### config.mk
export PLATFORM = sky130hd
export DESIGN_NAME = periodic_timer_wheel_top
export DESIGN_NICKNAME = d
export VERILOG_FILES = /design/src/hdl/ptw_pkg.sv /design/src/hdl/ptw_ram.sv /design/src/hdl/ptw_rem.sv /design/src/hdl/ptw_datapath.sv /design/src/hdl/ptw_ctrl.sv /design/src/hdl/periodic_timer_wheel_top.sv
export SDC_FILE = /design/constraint.sdc
export NUM_CORES = 2
export LEC_CHECK = 0
export ABC_AREA = 0
export BUFFER_PORTS_ARGS = -buffer_cell sky130_fd_sc_hd__buf_2
export CAP_MARGIN = 20
export CORE_MARGIN = 4
export CORE_UTILIZATION = 45
export DETAILED_ROUTE_END_ITERATION = 7
export GPL_ROUTABILITY_DRIVEN = 0
export SLEW_MARGIN = 5
export SYNTH_ARGS = -nofsm -noshare
export SYNTH_HDL_FRONTEND = slang
export SYNTH_HIERARCHICAL = 1
export SYNTH_SLANG_ARGS = --single-unit
export TNS_END_PERCENT = 50
### constraint.sdc
create_clock -name clk -period 10.46 [get_ports clk]
set_clock_uncertainty 0.05 [all_clocks]
set_input_delay 0.523 -clock clk [delete_from_list [all_inputs] [get_ports clk]]
set_output_delay 0.523 -clock clk [all_outputs]
set_load 0.05 [all_outputs]
### src/hdl/ptw_pkg.sv
package ptw_pkg;

  localparam int TIME_W     = 48;
  localparam int INTERVAL_W = 32;
  localparam int ID_W       = 6;
  localparam int KIND_W     = 2;
  localparam int STATUS_W   = 2;

  // request kinds
  localparam logic [KIND_W-1:0] KIND_ADD    = 2'd0;
  localparam logic [KIND_W-1:0] KIND_CANCEL = 2'd1;
  localparam logic [KIND_W-1:0] KIND_TICK   = 2'd2;

  // response status codes
  localparam logic [STATUS_W-1:0] ST_OK   = 2'd0;
  localparam logic [STATUS_W-1:0] ST_ZERO = 2'd1;
  localparam logic [STATUS_W-1:0] ST_FULL = 2'd2;

  // what the output register is loaded with
  typedef enum logic [2:0] {
    SEL_ADD_OK,
    SEL_ZERO,
    SEL_FULL,
    SEL_CANCEL,
    SEL_NONE,
    SEL_PEND
  } sel_t;

  typedef struct packed {
    logic accept;       // request item taken, latch operands
    logic now_adv;      // tick: advance time
    logic idx_inc;      // step timer index
    logic ram_rd;       // read entry at index
    logic mod_start;    // start interval mod SLOTS
    logic add_commit;   // arm timer at index
    logic cancel_do;    // free timer_id
    logic fire_commit;  // re-arm timer at index, make it pending
    logic out_load;     // load output register
    sel_t out_sel;
    logic out_last;
  } cmd_t;

  typedef struct packed {
    logic int_zero;
    logic slot_free;
    logic idx_last;
    logic mod_done;
    logic hit;
    logic pend_valid;
    logic out_free;
  } stat_t;

endpackage

### src/hdl/ptw_ram.sv
module ptw_ram #(
  parameter int WIDTH = 96,
  parameter int DEPTH = 32
) (
  input  logic                                   clk,
  input  logic                                   we,
  input  logic [(DEPTH > 1 ? $clog2(DEPTH) : 1)-1:0] waddr,
  input  logic [WIDTH-1:0]                       wdata,
  input  logic                                   re,
  input  logic [(DEPTH > 1 ? $clog2(DEPTH) : 1)-1:0] raddr,
  output logic [WIDTH-1:0]                       rdata
);

  logic [WIDTH-1:0] mem [DEPTH];

  always_ff @(posedge clk) begin
    if (we) begin
      mem[waddr] <= wdata;
    end
    if (re) begin
      rdata <= mem[raddr];
    end
  end

endmodule

### src/hdl/ptw_rem.sv
// Interval mod SLOTS by reciprocal multiplication. The low quotient bits are
// registered on start; rem is valid from done on while din holds.
module ptw_rem #(
  parameter int SLOTS = 256
) (
  input  logic                               clk,
  input  logic                               rst,
  input  logic                               start,
  input  logic [ptw_pkg::INTERVAL_W-1:0]     din,
  output logic                               done,
  output logic [$clog2(SLOTS)-1:0]           rem
);

  localparam int XW  = ptw_pkg::INTERVAL_W;
  localparam int SW  = $clog2(SLOTS);
  localparam int MW  = XW + 1;
  localparam int PRW = XW + MW;
  // ceil(2^(XW+SW) / SLOTS) gives the exact quotient for every XW-bit input
  localparam logic [63:0] RECIP =
    ((64'd1 << (XW + SW)) + 64'(SLOTS) - 64'd1) / 64'(SLOTS);
  localparam logic [SW-1:0] SLOTS_LO = SW'(SLOTS);

  logic [PRW-1:0] prod;
  logic [SW-1:0]  quo_lo;
  logic [SW-1:0]  back;

  assign prod = PRW'(din) * PRW'(RECIP[MW-1:0]);

  // only the low SW bits of quotient * SLOTS matter, the remainder is < SLOTS
  assign back = quo_lo * SLOTS_LO;
  assign rem  = din[SW-1:0] - back;

  always_ff @(posedge clk) begin
    if (rst) begin
      done <= 1'b0;
    end else begin
      done <= start;
    end
  end

  always_ff @(posedge clk) begin
    if (start) begin
      quo_lo <= prod[XW+SW +: SW];
    end
  end

endmodule

### src/hdl/ptw_datapath.sv
module ptw_datapath #(
  parameter int SLOTS  = 256,
  parameter int TIMERS = 32
) (
  input  logic                             clk,
  input  logic                             rst,
  input  ptw_pkg::cmd_t                    cmd,
  output ptw_pkg::stat_t                   stat,
  input  logic [ptw_pkg::INTERVAL_W-1:0]   interval,
  input  logic [ptw_pkg::ID_W-1:0]         timer_id,
  input  logic                             rsp_ready,
  output logic                             rsp_valid,
  output logic [ptw_pkg::STATUS_W-1:0]     status,
  output logic [ptw_pkg::ID_W-1:0]         result_id,
  output logic                             fired,
  output logic                             last
);

  localparam int TW = ptw_pkg::TIME_W;
  localparam int PW = ptw_pkg::INTERVAL_W;
  localparam int SW = $clog2(SLOTS);
  localparam int IW = (TIMERS > 1) ? $clog2(TIMERS) : 1;
  localparam int EW = PW + TW + 2 * SW;

  // 2^48 mod SLOTS, and the correction applied to a slot sum when time wraps
  localparam logic [63:0] WRAP_REM = 64'h0001_0000_0000_0000 % SLOTS;
  localparam logic [63:0] WRAP_ADJ = (64'(SLOTS) - WRAP_REM) % SLOTS;

  logic [TW-1:0]      now;
  logic [SW-1:0]      now_slot;
  logic [TIMERS-1:0]  active;
  logic [IW-1:0]      idx;
  logic [IW-1:0]      pend_id;
  logic               pend_valid;
  logic [PW-1:0]      interval_q;
  logic [ptw_pkg::ID_W-1:0] tid_q;

  logic [EW-1:0]      rd_data;
  logic [EW-1:0]      wr_data;
  logic [SW-1:0]      rd_eslot;
  logic [TW-1:0]      rd_expiry;
  logic [SW-1:0]      rd_pslot;
  logic [PW-1:0]      rd_period;

  logic [PW-1:0]      op_period;
  logic [SW-1:0]      op_pslot;
  logic [TW:0]        exp_sum;
  logic [SW-1:0]      exp_slot;
  logic [SW-1:0]      mod_rem;
  logic               mod_done;

  // (a + b + wrap correction) mod SLOTS for a, b below SLOTS
  function automatic logic [SW-1:0] slot_add(input logic [SW-1:0] a,
                                             input logic [SW-1:0] b,
                                             input logic wrap);
    logic [SW+1:0] s;
    s = {2'b00, a} + {2'b00, b} + (wrap ? (SW+2)'(WRAP_ADJ) : '0);
    if (s >= (SW+2)'(2 * SLOTS)) begin
      s = s - (SW+2)'(2 * SLOTS);
    end else if (s >= (SW+2)'(SLOTS)) begin
      s = s - (SW+2)'(SLOTS);
    end
    return s[SW-1:0];
  endfunction

  assign rd_eslot  = rd_data[SW-1:0];
  assign rd_expiry = rd_data[SW +: TW];
  assign rd_pslot  = rd_data[SW+TW +: SW];
  assign rd_period = rd_data[2*SW+TW +: PW];

  assign op_period = cmd.add_commit ? interval_q : rd_period;
  assign op_pslot  = cmd.add_commit ? mod_rem : rd_pslot;
  assign exp_sum   = {1'b0, now} + {{(TW+1-PW){1'b0}}, op_period};
  assign exp_slot  = slot_add(now_slot, op_pslot, exp_sum[TW]);
  assign wr_data   = {op_period, op_pslot, exp_sum[TW-1:0], exp_slot};

  ptw_ram #(
    .WIDTH (EW),
    .DEPTH (TIMERS)
  ) u_ram (
    .clk   (clk),
    .we    (cmd.add_commit | cmd.fire_commit),
    .waddr (idx),
    .wdata (wr_data),
    .re    (cmd.ram_rd),
    .raddr (idx),
    .rdata (rd_data)
  );

  ptw_rem #(
    .SLOTS (SLOTS)
  ) u_rem (
    .clk   (clk),
    .rst   (rst),
    .start (cmd.mod_start),
    .din   (interval_q),
    .done  (mod_done),
    .rem   (mod_rem)
  );

  always_comb begin
    stat.int_zero   = (interval_q == '0);
    stat.slot_free  = !active[idx];
    stat.idx_last   = (idx == IW'(TIMERS - 1));
    stat.mod_done   = mod_done;
    stat.hit        = active[idx] && (rd_eslot == now_slot) && (rd_expiry <= now);
    stat.pend_valid = pend_valid;
    stat.out_free   = !rsp_valid || rsp_ready;
  end

  // time, active bits, scan bookkeeping
  always_ff @(posedge clk) begin
    if (rst) begin
      now        <= '0;
      now_slot   <= '0;
      active     <= '0;
      pend_valid <= 1'b0;
    end else begin
      if (cmd.now_adv) begin
        now <= now + 1'b1;
        if (now == '1 || now_slot == SW'(SLOTS - 1)) begin
          now_slot <= '0;
        end else begin
          now_slot <= now_slot + 1'b1;
        end
      end
      if (cmd.accept) begin
        pend_valid <= 1'b0;
      end else if (cmd.fire_commit) begin
        pend_valid <= 1'b1;
      end
      if (cmd.add_commit) begin
        active[idx] <= 1'b1;
      end
      if (cmd.cancel_do && ({1'b0, tid_q} < (ptw_pkg::ID_W+1)'(TIMERS))) begin
        active[tid_q[IW-1:0]] <= 1'b0;
      end
    end
  end

  always_ff @(posedge clk) begin
    if (cmd.accept) begin
      interval_q <= interval;
      tid_q      <= timer_id;
      idx        <= '0;
    end else if (cmd.idx_inc) begin
      idx <= idx + 1'b1;
    end
    if (cmd.fire_commit) begin
      pend_id <= idx;
    end
  end

  // output register
  always_ff @(posedge clk) begin
    if (rst) begin
      rsp_valid <= 1'b0;
    end else if (cmd.out_load) begin
      rsp_valid <= 1'b1;
    end else if (rsp_ready) begin
      rsp_valid <= 1'b0;
    end
  end

  always_ff @(posedge clk) begin
    if (cmd.out_load) begin
      last <= cmd.out_last;
      case (cmd.out_sel)
        ptw_pkg::SEL_ADD_OK: begin
          status    <= ptw_pkg::ST_OK;
          result_id <= ptw_pkg::ID_W'(idx);
          fired     <= 1'b0;
        end
        ptw_pkg::SEL_ZERO: begin
          status    <= ptw_pkg::ST_ZERO;
          result_id <= '0;
          fired     <= 1'b0;
        end
        ptw_pkg::SEL_FULL: begin
          status    <= ptw_pkg::ST_FULL;
          result_id <= '0;
          fired     <= 1'b0;
        end
        ptw_pkg::SEL_CANCEL: begin
          status    <= ptw_pkg::ST_OK;
          result_id <= tid_q;
          fired     <= 1'b0;
        end
        ptw_pkg::SEL_PEND: begin
          status    <= ptw_pkg::ST_OK;
          result_id <= ptw_pkg::ID_W'(pend_id);
          fired     <= 1'b1;
        end
        default: begin
          status    <= ptw_pkg::ST_OK;
          result_id <= '0;
          fired     <= 1'b0;
        end
      endcase
    end
  end

endmodule

### src/hdl/ptw_ctrl.sv
module ptw_ctrl (
  input  logic                         clk,
  input  logic                         rst,
  input  logic                         req_valid,
  input  logic [ptw_pkg::KIND_W-1:0]   kind,
  output logic                         req_ready,
  input  ptw_pkg::stat_t               stat,
  output ptw_pkg::cmd_t                cmd
);

  typedef enum logic [3:0] {
    S_IDLE,
    S_ADD_CHK,
    S_ADD_FIND,
    S_ADD_MOD,
    S_CANCEL,
    S_EMIT,
    S_T_READ,
    S_T_CHK,
    S_T_END
  } state_t;

  state_t         state;
  state_t         state_next;
  ptw_pkg::sel_t  sel;
  ptw_pkg::sel_t  sel_next;

  assign req_ready = (state == S_IDLE);

  always_comb begin
    state_next = state;
    sel_next   = sel;
    cmd        = '0;
    cmd.out_sel = ptw_pkg::SEL_NONE;
    case (state)
      S_IDLE: begin
        if (req_valid) begin
          cmd.accept = 1'b1;
          case (kind)
            ptw_pkg::KIND_ADD:    state_next = S_ADD_CHK;
            ptw_pkg::KIND_CANCEL: state_next = S_CANCEL;
            ptw_pkg::KIND_TICK: begin
              cmd.now_adv = 1'b1;
              state_next  = S_T_READ;
            end
            default: begin
              sel_next   = ptw_pkg::SEL_NONE;
              state_next = S_EMIT;
            end
          endcase
        end
      end
      S_ADD_CHK: begin
        if (stat.int_zero) begin
          sel_next   = ptw_pkg::SEL_ZERO;
          state_next = S_EMIT;
        end else begin
          state_next = S_ADD_FIND;
        end
      end
      S_ADD_FIND: begin
        if (stat.slot_free) begin
          cmd.mod_start = 1'b1;
          state_next    = S_ADD_MOD;
        end else if (stat.idx_last) begin
          sel_next   = ptw_pkg::SEL_FULL;
          state_next = S_EMIT;
        end else begin
          cmd.idx_inc = 1'b1;
        end
      end
      S_ADD_MOD: begin
        if (stat.mod_done) begin
          cmd.add_commit = 1'b1;
          sel_next       = ptw_pkg::SEL_ADD_OK;
          state_next     = S_EMIT;
        end
      end
      S_CANCEL: begin
        cmd.cancel_do = 1'b1;
        sel_next      = ptw_pkg::SEL_CANCEL;
        state_next    = S_EMIT;
      end
      S_EMIT: begin
        if (stat.out_free) begin
          cmd.out_load = 1'b1;
          cmd.out_sel  = sel;
          cmd.out_last = 1'b1;
          state_next   = S_IDLE;
        end
      end
      S_T_READ: begin
        cmd.ram_rd = 1'b1;
        state_next = S_T_CHK;
      end
      S_T_CHK: begin
        // a new hit pushes the previous one out; wait if it cannot leave
        if (!(stat.hit && stat.pend_valid && !stat.out_free)) begin
          if (stat.hit) begin
            cmd.fire_commit = 1'b1;
            if (stat.pend_valid) begin
              cmd.out_load = 1'b1;
              cmd.out_sel  = ptw_pkg::SEL_PEND;
            end
          end
          if (stat.idx_last) begin
            state_next = S_T_END;
          end else begin
            cmd.idx_inc = 1'b1;
            state_next  = S_T_READ;
          end
        end
      end
      S_T_END: begin
        if (stat.out_free) begin
          cmd.out_load = 1'b1;
          cmd.out_sel  = stat.pend_valid ? ptw_pkg::SEL_PEND : ptw_pkg::SEL_NONE;
          cmd.out_last = 1'b1;
          state_next   = S_IDLE;
        end
      end
      default: begin
        state_next = S_IDLE;
      end
    endcase
  end

  always_ff @(posedge clk) begin
    if (rst) begin
      state <= S_IDLE;
      sel   <= ptw_pkg::SEL_NONE;
    end else begin
      state <= state_next;
      sel   <= sel_next;
    end
  end

endmodule

### src/hdl/periodic_timer_wheel_top.sv
// Periodic timer wheel: a pool of TIMERS periodic timers hashed into SLOTS
// wheel slots by expiry time.
// Request channel (req_valid/req_ready, kind/interval/timer_id):
//   add    - arms the lowest free timer, expiry = now + interval; one response
//            with the id, or status zero-interval / pool-full.
//   cancel - frees timer_id; one response echoing timer_id.
//   tick   - advances time by one and fires every active timer whose expiry
//            falls on the new slot and is not in the future; each one is
//            re-armed at now + period. One response per fired id, ascending,
//            last set on the final one; a single empty response if none fire.
// Response channel (rsp_valid/rsp_ready, status/result_id/fired/last) is fed
// from one output register, so a new request is taken while a final
// response still waits there.
// Timing: one request at a time; the next is taken the cycle after the final
// response is loaded. An add goes through the check, find, mod and emit states,
// find stepping over each busy id below the free one; a cancel through the
// cancel and emit states; a tick takes each timer entry through a RAM read
// state and a compare/re-arm state. A stalled response port stalls the scan.
// Reset: time is zero and all timers are free; entry RAM needs no clearing.
module periodic_timer_wheel_top #(
  parameter int SLOTS  = 256,
  parameter int TIMERS = 32
) (
  input  logic                               clk,
  input  logic                               rst,
  input  logic                               req_valid,
  output logic                               req_ready,
  input  logic [ptw_pkg::KIND_W-1:0]         kind,
  input  logic [ptw_pkg::INTERVAL_W-1:0]     interval,
  input  logic [ptw_pkg::ID_W-1:0]           timer_id,
  output logic                               rsp_valid,
  input  logic                               rsp_ready,
  output logic [ptw_pkg::STATUS_W-1:0]       status,
  output logic [ptw_pkg::ID_W-1:0]           result_id,
  output logic                               fired,
  output logic                               last
);

  ptw_pkg::cmd_t  cmd;
  ptw_pkg::stat_t stat;

  // sequencing of add search, cancel and tick scan
  ptw_ctrl u_ctrl (
    .clk       (clk),
    .rst       (rst),
    .req_valid (req_valid),
    .kind      (kind),
    .req_ready (req_ready),
    .stat      (stat),
    .cmd       (cmd)
  );

  // time, active bits, entry RAM, slot math and output register
  ptw_datapath #(
    .SLOTS  (SLOTS),
    .TIMERS (TIMERS)
  ) u_dp (
    .clk       (clk),
    .rst       (rst),
    .cmd       (cmd),
    .stat      (stat),
    .interval  (interval),
    .timer_id  (timer_id),
    .rsp_ready (rsp_ready),
    .rsp_valid (rsp_valid),
    .status    (status),
    .result_id (result_id),
    .fired     (fired),
    .last      (last)
  );

endmodule
==> impl_metrics.tcl <==
set metrics [dict create \
    setup_violations 0 \
    die_y_um 546 \
    cts_tree "built" \
    ant_nets 0 \
    holdCritPathClass "input pin to flop" \
    fin_util_pct 51.4 \
    synth_fa_ha_area_share_pct 0.962 \
    tns_ps 0 \
    die_area_um2 298000 \
    dr.first_iter.drc_count 8553 \
    clock_latency_ps 940 \
    core_um2 288000 \
    clockRootBuffer "clkbuf_16" \
    synth_simple_gate_area_share_pct 3.04 \
    final_layout_size_suffix_gt1_share_pct 18.1 \
    hold_violations 0 \
    grt_use_met1_pct 34.2 \
    met3_usage_pct 3.44 \
    grt_pass1_wl_mm 516 \
    start_util_pct 45.2 \
    start_kind "flop" \
    drc 0 \
    cts.sinks 3324 \
    status "complete, no violations" \
    grt_pass1_vias 68300 \
    ys_types 83 \
    port_buffers 55 \
    ctsHoldBuffers 39 \
    grt_max_degree 124 \
    yosys_warnings 6 \
    hpwl_mm 204 \
    dpl_worst_slack_ps 3560 \
    leakage_uw 0.0449 \
    synth-xor-area-share_pct 0.790 \
    antenna_found_initial 18 \
    clock_path_buffers 4 \
    cp_top_family "simple AND/OR/NAND/NOR gates" \
    synth_compound_area_share_pct 4.72 \
    synth_top_family_by_area "multiplexers" \
    vias_per_cell 6.20 \
    netlist_area_um2 130000 \
    cp_slowest_cell "nor2_4" \
    avgSynthCellArea_um2 19.1 \
    ir_worst_vdd_uv 143 \
    final_nets 7259 \
    cp-end-kind "flop" \
    htree_levels 5 \
    track_usage_pct 24.0 \
    layout_common_cells "edfxtp_1 (3221), mux2i_1 (774), a22oi_1 (522), mux4_2 (392), clkbuf_16 (347)" \
    critPathBufInv 2 \
    die_w_um 546 \
    worstMarginPinSlew_ps 1180 \
    post_cts_resized 0 \
    timing.final.ws_setup_ps 3410 \
    cp_max_fo 50 \
    syn_to_final_growth_pct 13.6 \
    post_cts_buffers 0 \
    rsz0062_at_grt "no" \
    grtUsageMet2_pct 38.2 \
    ys_seq_area_share_pct 75.8 \
    ys_ff_latch 3324 \
    layout_commonest_cell "edfxtp_1" \
    rows 197 \
    cp.arrival_ps 7510 \
    vias 69400 \
    synth_mux_area_share_pct 13.1 \
    postSynthCellCount 6828 \
    synth_edf_count 3221 \
    async_flop_share_pct 0 \
    finalMaxSlewViolations 0 \
    synth_nets 6971 \
    required_ps 10910 \
    overflow 0 \
    first_pass_iters 6 \
    path_clk_slew_ps 60 \
    powerDensity_nw_per_um2 192 \
    relSlewSlack_pct 21.2 \
    fmax_ghz 0.142 \
    criticalPathCategory "flop to flop" \
    post_drt_wl_per_cell_um 32.7 \
    period_share_pct 67.4 \
    cp_slowest_stage_delay_ps 930 \
    cp_cell_sequence "inv_1 > ha_1 > nor2b_1 > o21a_1 > o21ai_0 > a21oi_1 > o31ai_1 > a21oi_1 > a2111oi_0 > o21a_1 > nand2_1 > nor2_1 > or2_2 > nand3b_1 > nor2_4 > buf_4" \
    min_period_ps 7050 \
    drv_cap 0 \
    grt_busiest_layer "met2" \
    numCtsBuffers 345 \
    ioPinCount 56 \
    routed_wl_mm 366 \
    synth-main-ff-cell "edfxtp_1" \
]
==> worst reg2reg max path, cell delays in order (launching register included) <==
cell and delay [ps]:
dfxtp_1 450, inv_1 80, ha_1 310, nor2b_1 140
o21a_1 160, o21ai_0 200, a21oi_1 120, o31ai_1 380
a21oi_1 190, a2111oi_0 650, o21a_1 400, nand2_1 130
nor2_1 440, or2_2 310, nand3b_1 630, nor2_4 930
buf_4 930
==> worst paths after layout <==
path	startpoint	to	slack, ps	cells after the start
min reg2reg	u_ctrl/sel[0]	u_ctrl/sel[0]	420	2
min	rsp_ready	u_dp/rsp_valid	60	3
max	u_dp/now[1]	u_dp/u_ram/mem[17][90]	3410	16
max reg2reg	u_dp/now[1]	u_dp/u_ram/mem[17][90]	3410	16
==> stage by stage <==
stage	hold slack, ps	power [uW]	instances	area, um^2
finish	59.2	28400	11200	148000
global route	72.3	29200	11200	148000
CTS	0.576	28500	11200	148000
detailed placement	409	16700	10500	136000
global placement	407	16600	10500	136000
floorplan	384	16100	6828	130000
==> flip-flops by register name, indices dropped and copies added (netlist names) <==
| signal | cells |
|---|---|
| u_dp/fired | 1 |
| u_dp/u_ram/rdata | 96 |
| u_dp/active | 32 |
| u_dp/pend_valid | 1 |
| u_dp/now | 48 |
| u_dp/interval_q | 32 |
| u_ctrl/state | 4 |
| u_dp/status | 2 |
| u_dp/rsp_valid | 1 |
| u_dp/last | 1 |
| u_dp/u_ram/mem | 3072 |
| u_dp/tid_q | 6 |
| u_dp/u_rem/done | 1 |
| u_dp/result_id | 6 |
| u_ctrl/sel | 3 |
| u_dp/pend_id | 5 |
| u_dp/now_slot | 8 |
| u_dp/idx | 5 |
==> cell families after synthesis <==
group / Yosys count
xor+xnor: 116
flops: 3324
mux: 1206
buf+inv: 452
simple gates: 776
compound gates: 855
fa+ha+maj: 99
==> synth_stat cells, types with 4 or more instances <==
cell,instances,area (um^2)
clkbuf_1,170,638
a22o_1,50,438
xor2_1,20,175
buf_2,139,696
a22oi_1,522,3920
nor3_1,62,310
nor2b_1,21,131
buf_1,8,30.0
o21ai_0,28,140
buf_4,47,353
xnor2_1,95,832
buf_6,6,67.6
a211oi_1,7,52.6
nand2b_1,7,43.8
a21oi_1,100,500
a21o_1,37,278
nand4_1,81,507
and2_1,22,138
mux2i_1,774,7750
nor2_1,176,661
edfxtp_1,3221,96700
nand3b_1,11,82.6
a32oi_1,6,52.6
ha_1,97,1210
nand2_1,92,345
nor4_1,16,100
mux2_2,39,439
nand3_1,222,1110
o21bai_1,6,45.0
dfxtp_1,103,2060
and4_1,10,87.6
and3_1,11,68.8
and3b_1,5,43.8
or3_1,8,50.1
o21a_1,6,45.0
or3b_2,4,35.0
inv_1,80,300
o211ai_1,7,52.6
a31oi_1,52,325
nor3b_1,5,37.5
mux4_2,392,8830
==> per-layer routing <==
metal / vias to the layer above / share of wire (%)
met4: 4 / 3.9
met5: - / 0.0074
met3: 634 / 8.0
met2: 3274 / 47
li1: 28600 / -
met1: 36900 / 41
==> final cells by class <==
type | count | area (um^2)
clock inverters | 197 | 1990
inverters | 80 | 300
flip-flops and latches | 3324 | 98800
multi-input cells | 3052 | 30400
repair buffers | 313 | 2670
well taps | 3781 | 4730
fillers | 22700 | 140000
diodes | 1 | 2.50
clock buffers | 440 | 9090
==> power by group <==
group,internal (uW),switching (uW),leakage (uW)
Clock,6730,5220,0.00536
Combinational,554,963,0.00962
Sequential,14700,149,0.0300
Note: power is estimated with default switching activity, not from simulation.
